`src/design/eslp_pkg.sv`:
```
// ----------------------------------------------------------------------------
// eslp_pkg
// Shared types and constants for the encoder slew-limited low-pass block.
// ----------------------------------------------------------------------------
package eslp_pkg;

  // field widths
  localparam int RAW_W = 12;
  localparam int OFS_W = 13;
  localparam int POS_W = 14;
  localparam int Q_W   = 30;

  // bus widths
  localparam int APB_AW = 3;
  localparam int APB_DW = 32;

  // wrap limits and slew limit in whole counts
  localparam int WRAP_HI    = 2048;
  localparam int WRAP_SPAN  = 4096;
  localparam int SLEW_LIMIT = 10;

  // filter weights in percent
  localparam int SLEW_OLD_PCT   = 97;
  localparam int SLEW_NEW_PCT   = 3;
  localparam int SMOOTH_OLD_PCT = 95;
  localparam int SMOOTH_NEW_PCT = 5;

  // saturation bounds of the fixed point state
  localparam logic signed [Q_W-1:0] Q_MAX = {1'b0, {(Q_W-1){1'b1}}};
  localparam logic signed [Q_W-1:0] Q_MIN = {1'b1, {(Q_W-1){1'b0}}};

  // register index, taken from paddr[2]
  typedef enum logic [0:0] {
    REG_OFFSET    = 1'b0,
    REG_DIRECTION = 1'b1
  } reg_idx_e;

  typedef struct packed {
    logic signed [OFS_W-1:0] position_offset;
    logic                    direction_negate;
  } cfg_t;

endpackage

```
`src/design/eslp_cfg.sv`:
```
// ----------------------------------------------------------------------------
// eslp_cfg
// APB register file holding the position offset and direction control.
// ----------------------------------------------------------------------------
module eslp_cfg (
  input  logic                         clk_i,
  input  logic                         rst_ni,
  input  logic                         psel,
  input  logic                         penable,
  input  logic                         pwrite,
  input  logic [eslp_pkg::APB_AW-1:0]  paddr,
  input  logic [eslp_pkg::APB_DW-1:0]  pwdata,
  output logic [eslp_pkg::APB_DW-1:0]  prdata,
  output logic                         pready,
  output eslp_pkg::cfg_t               cfg_o
);

  eslp_pkg::cfg_t   cfg_q, cfg_d;
  eslp_pkg::reg_idx_e reg_idx;
  logic             wr_en;

  assign pready  = 1'b1;
  assign reg_idx = eslp_pkg::reg_idx_e'(paddr[2]);
  assign wr_en   = psel & penable & pwrite & pready;

  always_comb begin
    cfg_d = cfg_q;
    if (wr_en) begin
      case (reg_idx)
        eslp_pkg::REG_OFFSET: begin
          cfg_d.position_offset = $signed(pwdata[eslp_pkg::OFS_W-1:0]);
        end
        eslp_pkg::REG_DIRECTION: begin
          cfg_d.direction_negate = pwdata[0];
        end
        default: begin
          cfg_d = cfg_q;
        end
      endcase
    end
  end

  always_comb begin
    case (reg_idx)
      eslp_pkg::REG_OFFSET: begin
        prdata = eslp_pkg::APB_DW'(cfg_q.position_offset);
      end
      eslp_pkg::REG_DIRECTION: begin
        prdata = {{(eslp_pkg::APB_DW-1){1'b0}}, cfg_q.direction_negate};
      end
      default: begin
        prdata = '0;
      end
    endcase
  end

  always_ff @(posedge clk_i or negedge rst_ni) begin
    if (!rst_ni) begin
      cfg_q <= '0;
    end else begin
      cfg_q <= cfg_d;
    end
  end

  assign cfg_o = cfg_q;

endmodule

```
`src/design/eslp_core.sv`:
```
// ----------------------------------------------------------------------------
// eslp_core
// Offset, wrap, slew limit and the two recursive averages for one sample.
// ----------------------------------------------------------------------------
module eslp_core #(
  parameter int FRACTION_BITS = 16
) (
  input  logic                                clk_i,
  input  logic                                rst_ni,
  input  logic                                step_i,
  input  logic [eslp_pkg::RAW_W-1:0]          raw_i,
  input  eslp_pkg::cfg_t                      cfg_i,
  output logic signed [eslp_pkg::POS_W-1:0]   limited_o,
  output logic signed [eslp_pkg::Q_W-1:0]     smoothed_o
);

  localparam int RW = 15;
  localparam int QW = ((eslp_pkg::OFS_W + FRACTION_BITS > eslp_pkg::Q_W) ?
                       eslp_pkg::OFS_W + FRACTION_BITS : eslp_pkg::Q_W) + 2;
  localparam int CW = FRACTION_BITS + 1;
  localparam int PW = QW + CW;

  localparam logic signed [CW-1:0] C_SLEW_OLD =
    CW'(((64'(eslp_pkg::SLEW_OLD_PCT) << FRACTION_BITS) + 64'd50) / 64'd100);
  localparam logic signed [CW-1:0] C_SLEW_NEW =
    CW'(((64'(eslp_pkg::SLEW_NEW_PCT) << FRACTION_BITS) + 64'd50) / 64'd100);
  localparam logic signed [CW-1:0] C_SMOOTH_OLD =
    CW'(((64'(eslp_pkg::SMOOTH_OLD_PCT) << FRACTION_BITS) + 64'd50) / 64'd100);
  localparam logic signed [CW-1:0] C_SMOOTH_NEW =
    CW'(((64'(eslp_pkg::SMOOTH_NEW_PCT) << FRACTION_BITS) + 64'd50) / 64'd100);

  localparam logic signed [QW-1:0] SLEW_Q  = QW'(eslp_pkg::SLEW_LIMIT) <<< FRACTION_BITS;
  localparam logic signed [RW-1:0] WRAP_HI = RW'(eslp_pkg::WRAP_HI);
  localparam logic signed [RW-1:0] WRAP_LO = -RW'(eslp_pkg::WRAP_HI);
  localparam logic signed [RW-1:0] SPAN    = RW'(eslp_pkg::WRAP_SPAN);
  localparam logic [FRACTION_BITS-1:0] FRAC_ZERO = '0;

  localparam logic signed [PW-1:0] SAT_HI = PW'(eslp_pkg::Q_MAX);
  localparam logic signed [PW-1:0] SAT_LO = PW'(eslp_pkg::Q_MIN);

  function automatic logic signed [eslp_pkg::Q_W-1:0] sat_q(
    input logic signed [PW-1:0] v
  );
    logic signed [eslp_pkg::Q_W-1:0] r;
    if (v > SAT_HI) begin
      r = eslp_pkg::Q_MAX;
    end else if (v < SAT_LO) begin
      r = eslp_pkg::Q_MIN;
    end else begin
      r = v[eslp_pkg::Q_W-1:0];
    end
    return r;
  endfunction

  logic signed [eslp_pkg::Q_W-1:0] baseline_q, baseline_d;
  logic signed [eslp_pkg::Q_W-1:0] smooth_q, smooth_d;
  logic                            base_seeded_q, smooth_seeded_q;

  logic signed [RW-1:0] raw_s, reading;
  logic signed [QW-1:0] reading_q, base_cur, diff, limited_q, lim_int, lim_int_q;
  logic signed [PW-1:0] prod_b_old, prod_b_new, prod_s_old, prod_s_new;

  always_comb begin
    raw_s   = $signed({{(RW-eslp_pkg::RAW_W){1'b0}}, raw_i});
    reading = cfg_i.direction_negate ? -raw_s : raw_s;
    reading = reading - RW'(cfg_i.position_offset);
    if (reading > WRAP_HI) begin
      reading = reading - SPAN;
    end
    if (reading <= WRAP_LO) begin
      reading = reading + SPAN;
    end
    reading_q = QW'(reading) <<< FRACTION_BITS;

    // first sample seeds the baseline, so it passes unclamped
    base_cur = base_seeded_q ? QW'(baseline_q) : QW'(sat_q(PW'(reading_q)));
    diff     = reading_q - base_cur;
    if (diff >= SLEW_Q) begin
      limited_q = base_cur + SLEW_Q;
    end else if (diff <= -SLEW_Q) begin
      limited_q = base_cur - SLEW_Q;
    end else begin
      limited_q = reading_q;
    end

    // truncate toward zero
    lim_int = limited_q >>> FRACTION_BITS;
    if (limited_q[QW-1] && (limited_q[FRACTION_BITS-1:0] != FRAC_ZERO)) begin
      lim_int = lim_int + QW'(1);
    end
    lim_int_q = lim_int <<< FRACTION_BITS;

    prod_b_old = PW'(base_cur) * PW'(C_SLEW_OLD);
    prod_b_new = PW'(limited_q) * PW'(C_SLEW_NEW);
    baseline_d = sat_q((prod_b_old >>> FRACTION_BITS) + (prod_b_new >>> FRACTION_BITS));

    prod_s_old = PW'(smooth_q) * PW'(C_SMOOTH_OLD);
    prod_s_new = PW'(lim_int_q) * PW'(C_SMOOTH_NEW);
    if (smooth_seeded_q) begin
      smooth_d = sat_q((prod_s_old >>> FRACTION_BITS) + (prod_s_new >>> FRACTION_BITS));
    end else begin
      smooth_d = sat_q(PW'(lim_int_q));
    end
  end

  always_ff @(posedge clk_i or negedge rst_ni) begin
    if (!rst_ni) begin
      baseline_q      <= '0;
      smooth_q        <= '0;
      base_seeded_q   <= 1'b0;
      smooth_seeded_q <= 1'b0;
    end else if (step_i) begin
      baseline_q      <= baseline_d;
      smooth_q        <= smooth_d;
      base_seeded_q   <= 1'b1;
      smooth_seeded_q <= 1'b1;
    end
  end

  assign limited_o  = lim_int[eslp_pkg::POS_W-1:0];
  assign smoothed_o = smooth_d;

endmodule

```
`src/design/encoder_slew_limit_lowpass_top.sv`:
```
// ----------------------------------------------------------------------------
// encoder_slew_limit_lowpass_top
// Encoder reading conditioner: offset, wrap, slew limit and low-pass filter.
// ----------------------------------------------------------------------------
// Each beat on the input carries one raw 12-bit encoder sample; each sample
// yields exactly one output beat with the slew-limited position and the
// low-pass filtered position in fixed point. A sample is registered on entry,
// the offset, wrap, clamp and both moving averages are computed from that
// register combinationally, and the result lands in an output register; a
// new sample is taken every clock while the output is not stalled. The
// throughput is set by the update of the two recursive filter registers,
// which advance once per sample. Program the offset and direction only
// while no beats are in flight.
module encoder_slew_limit_lowpass_top #(
  parameter int FRACTION_BITS = 16
) (
  input  logic                                clk_i,
  input  logic                                rst_ni,
  input  logic                                psel,
  input  logic                                penable,
  input  logic                                pwrite,
  input  logic [eslp_pkg::APB_AW-1:0]         paddr,
  input  logic [eslp_pkg::APB_DW-1:0]         pwdata,
  output logic [eslp_pkg::APB_DW-1:0]         prdata,
  output logic                                pready,
  input  logic                                in_valid_i,
  output logic                                in_stall_o,
  input  logic [eslp_pkg::RAW_W-1:0]          raw_position_i,
  output logic                                out_valid_o,
  input  logic                                out_stall_i,
  output logic signed [eslp_pkg::POS_W-1:0]   limited_position_o,
  output logic signed [eslp_pkg::Q_W-1:0]     smoothed_position_o
);

  eslp_pkg::cfg_t cfg;

  logic                              in_valid_q, in_valid_d;
  logic [eslp_pkg::RAW_W-1:0]        raw_q;
  logic                              out_valid_q, out_valid_d;
  logic signed [eslp_pkg::POS_W-1:0] limited_q;
  logic signed [eslp_pkg::Q_W-1:0]   smoothed_q;
  logic signed [eslp_pkg::POS_W-1:0] limited;
  logic signed [eslp_pkg::Q_W-1:0]   smoothed;
  logic                              accept, advance;

  eslp_cfg u_cfg (
    .clk_i   (clk_i),
    .rst_ni  (rst_ni),
    .psel    (psel),
    .penable (penable),
    .pwrite  (pwrite),
    .paddr   (paddr),
    .pwdata  (pwdata),
    .prdata  (prdata),
    .pready  (pready),
    .cfg_o   (cfg)
  );

  eslp_core #(
    .FRACTION_BITS (FRACTION_BITS)
  ) u_core (
    .clk_i      (clk_i),
    .rst_ni     (rst_ni),
    .step_i     (advance),
    .raw_i      (raw_q),
    .cfg_i      (cfg),
    .limited_o  (limited),
    .smoothed_o (smoothed)
  );

  // the sample moves on when the output register is free or being drained
  assign advance     = in_valid_q & (~out_valid_q | ~out_stall_i);
  assign in_stall_o  = in_valid_q & ~advance;
  assign accept      = in_valid_i & ~in_stall_o;
  assign in_valid_d  = accept | (in_valid_q & ~advance);
  assign out_valid_d = advance | (out_valid_q & out_stall_i);

  always_ff @(posedge clk_i or negedge rst_ni) begin
    if (!rst_ni) begin
      in_valid_q  <= 1'b0;
      out_valid_q <= 1'b0;
    end else begin
      in_valid_q  <= in_valid_d;
      out_valid_q <= out_valid_d;
    end
  end

  always_ff @(posedge clk_i) begin
    if (accept) begin
      raw_q <= raw_position_i;
    end
    if (advance) begin
      limited_q  <= limited;
      smoothed_q <= smoothed;
    end
  end

  assign out_valid_o         = out_valid_q;
  assign limited_position_o  = limited_q;
  assign smoothed_position_o = smoothed_q;

endmodule
```
`config.mk`:
```
export PLATFORM = sky130hd
export DESIGN_NAME = encoder_slew_limit_lowpass_top
export DESIGN_NICKNAME = d
export VERILOG_FILES = /design/src/design/eslp_pkg.sv /design/src/design/eslp_cfg.sv /design/src/design/eslp_core.sv /design/src/design/encoder_slew_limit_lowpass_top.sv
export SDC_FILE = /design/constraint.sdc
export NUM_CORES = 2
export LEC_CHECK = 0
export BUFFER_PORTS_ARGS = -buffer_cell sky130_fd_sc_hd__buf_2
export CORE_ASPECT_RATIO = 1.2
export CORE_MARGIN = 2
export CORE_UTILIZATION = 30
export DETAILED_ROUTE_END_ITERATION = 7
export REMOVE_ABC_BUFFERS = 1
export SYNTH_ARGS = -nofsm -noshare
export SYNTH_HDL_FRONTEND = slang
export SYNTH_SLANG_ARGS = --single-unit
```
`constraint.sdc`:
```
create_clock -name clk_i -period 20.2 [get_ports clk_i]
set_clock_uncertainty 0.1 [all_clocks]
set_input_delay 4.04 -clock clk_i [delete_from_list [all_inputs] [get_ports clk_i]]
set_output_delay 4.04 -clock clk_i [all_outputs]
set_load 0.005 [all_outputs]
```
==> impl_metrics.json <==
{
  "status": "completed",
  "cts.clk_slew.worst_paths_ns": 0.07,
  "path_delay_family": "compound AO/OA/AOI/OAI gates",
  "initial_core_util_pct": 30.16,
  "crit_path_max_incr_delay_ns": 0.55,
  "path_depth": 80,
  "vias": 29040,
  "fp-row-count": 146,
  "syn-cell-area_sq_um": 39670,
  "detail-route-antenna-nets": 0,
  "whs_path_depth": 1,
  "avgSynthCellArea_sq_um": 9.506,
  "hold_ws_ns": 0.3986,
  "crit_path_start_kind": "flip-flop",
  "routed_wl_microns": 103300,
  "root_buffer": "clkbuf_16",
  "core_area_sq_um": 131500,
  "cts_sinks": 133,
  "synthCells": 4173,
  "antenna_cells": 0,
  "post_drt_wl_per_cell_microns": 17.13,
  "async_flop_share_pct": 57.89,
  "ys_seq_area_share_pct": 9.097,
  "cts_buffer_depth": 2,
  "wl_met2_microns": 54250,
  "min_period_over_period_pct": 94.20,
  "drive_gt1_share_pct": 9.700,
  "period_needed_ns": 19.03,
  "setup-violations-final": 0,
  "cts_tree": "yes",
  "chipHeight_microns": 402.3,
  "port_buffers": 110,
  "cts_max_level": 4,
  "path_class": "flip-flop to flip-flop",
  "hold_viol": 0,
  "hp-start": "in_valid_q$_DFF_PN0_",
  "placedCellCount": 5995,
  "area_growth_syn_to_layout_pct": 9.661,
  "drv_cap": 0,
  "synth_cell_types": 112,
  "slowest_stage": "fa_1",
  "clkLatencyLatePin_ns": 0.52,
  "ys_warn_count": 0,
  "antenna_found_initial": 2,
  "firstDrtPassIters": 6,
  "arrival_ns": 19.31,
  "cts_buffers": 17,
  "grt.total_usage_pct": 15.85,
  "hp-class": "flip-flop to flip-flop",
  "maxSlewViolCount": 0,
  "required_ns": 20.49,
  "r2r.worst_path.cells": 80,
  "dieArea_sq_um": 135200,
  "hpwl_microns": 89750,
  "ys_ff_latch": 133,
  "crit_fanout": 16,
  "fmax_ghz": 0.05256,
  "tightestPinTransition_ns": 1.143,
  "post-route-drc-count": 0,
  "highest_layer": "met5",
  "m1WireLength_microns": 42690,
  "met3_length_microns": 3482,
  "cp_common_cell": "ha_1",
  "synth_edf_count": 56,
  "overflow": 0,
  "cp-end-kind": "flip-flop",
  "gp_congestion": 0.8986,
  "fill_cells": 13510,
  "viasPerCell": 4.813,
  "r2r_start": "raw_q[2]$_DFFE_PP_",
  "maxSlewHeadroom_pct": 22.20,
  "grt_max_degree": 74,
  "finalNetCount": 5634,
  "grt_pass1_wl_microns": 168600,
  "grt_pass1_vias": 31070,
  "final_cells": 6032,
  "die_w_microns": 335.9,
  "num_io_pins": 133,
  "synthTopCellsByArea": "fa_1, ha_1, inv_1",
  "startpoint": "raw_q[2]$_DFFE_PP_",
  "yosys_most_used_dff": "dfrtp_1",
  "synth_top_cell_by_area": "fa_1",
  "dr.first_iter.drc_count": 1606,
  "multiInputGateArea_sq_um": 32310,
  "final-seq-area_sq_um": 3610,
  "crit_buf_inv": 13,
  "yosys.area.top_type_share_pct": 32.15
}
logic make-up (layout without fill, tap and decap cells):
logic type                 Yosys count  in the layout  share of synthesized area, %
adders and majority gates         1267           1267                         52.00
and+or+nand+nor                    750            750                         9.053
AOI/OAI and AO/OA                  700            700                         12.43
other                                1              1                      0.009454
buffers and inverters              996           1153                         9.737
muxes                               54             54                         1.539
DFF                                133            133                         9.097
xor gates and xnor gates           272            272                         6.138
state kept, by name, indices dropped and copies added, names as in the netlist:
name                  flops
u_cfg.cfg_o              14
in_valid_q                1
u_core.baseline_q        30
limited_position_o       14
u_core.smooth_q          30
u_core.base_seeded_q      1
smoothed_position_o      30
raw_q                    12
out_valid_o               1
final cells by class:
| cell class | count | share of cell area [%] |
|---|---|---|
| Clock buffer | 17 | 0.9780 |
| Clock inverter | 15 | 0.3711 |
| Inverter | 886 | 7.666 |
| Multi-Input combinational cell | 3044 | 74.28 |
| Sequential cell | 133 | 8.298 |
| Tap cell | 1702 | 4.896 |
| Timing Repair Buffer | 235 | 3.515 |
worst paths after layout:
path / slack (ns) / to
hold reg to reg: 0.40 / out_valid_o$_DFF_PN0_
hold / removal: 0.40 / out_valid_o$_DFF_PN0_
max in group asynchronous: 15.39 / u_core.base_seeded_q$_DFFE_PN0P_
setup reg to reg: 1.17 / u_core.smooth_q[7]$_DFFE_PN0P_
min in group asynchronous: 3.50 / out_valid_o$_DFF_PN0_
setup / recovery: 1.17 / u_core.smooth_q[7]$_DFFE_PN0P_
layer usage:
metal  up-vias  global-route usage (%)
li1      13920                       -
met1     14370                   19.19
met2       575                   29.36
met3       168                   1.638
met4         2                   4.579
met5         -                       0
synthesized netlist by cell type, types with 17 or more instances:
cell type	number
inv_1	880
dfrtp_1	77
nand2_1	204
a211oi_1	17
o22a_1	28
a21oi_1	163
nor2_1	228
o211ai_1	19
mux2_2	43
edfxtp_1	56
nor3_1	58
a31oi_1	33
o21a_1	34
nand4_1	24
ha_1	626
and3_1	30
nand2b_1	29
nor2b_1	25
fa_1	637
nand3_1	59
a21oi_2	19
xnor2_1	180
buf_4	24
o21ai_0	120
clkbuf_1	64
a21o_1	61
xor2_1	88
through the flow:
step / setup WS, ns / cell area (sq um) / TNS (ns) / utilization [%]
2_1_floorplan: 0.3915 / 39130 / 0 / -
3_3_place_gp: 0.2400 / 42780 / 0 / 32.52
3_5_place_dp: -0.05786 / 42780 / -0.2862 / 32.52
4_1_cts: 0.06188 / 43370 / 0 / 32.98
5_1_grt: -0.05581 / 43500 / -0.3957 / 33.07
6_report: 1.173 / 43500 / 0 / 33.07
timing repair:
action / CTS / global route
endpoints found under the setup margin: 18 / 90
pin swaps: 0 / 4
resized for setup: 1 / 26
hold buffers: 0 / 0
setup buffers: 0 / 5
placed cells by master, fill, tap and decap left out, types with 16 or more instances in the layout:
cell type	count
a211oi_1	17
a21o_1	61
a21oi_1	160
a21oi_2	22
a31oi_1	33
and2_1	16
and3_1	30
buf_2	109
buf_4	123
clkbuf_16	17
dfrtp_1	76
edfxtp_1	56
fa_1	637
ha_1	626
inv_1	879
mux2_2	43
nand2_1	204
nand2b_1	29
nand3_1	59
nand4_1	24
nor2_1	221
nor2b_1	25
nor3_1	57
o211ai_1	19
o21a_1	33
o21ai_0	117
o22a_1	28
o22ai_1	16
xnor2_1	178
xor2_1	88
Power is left out: the tool's default activity adds up to more than one toggle a clock period on the data nets, which glitch-free logic cannot reach.
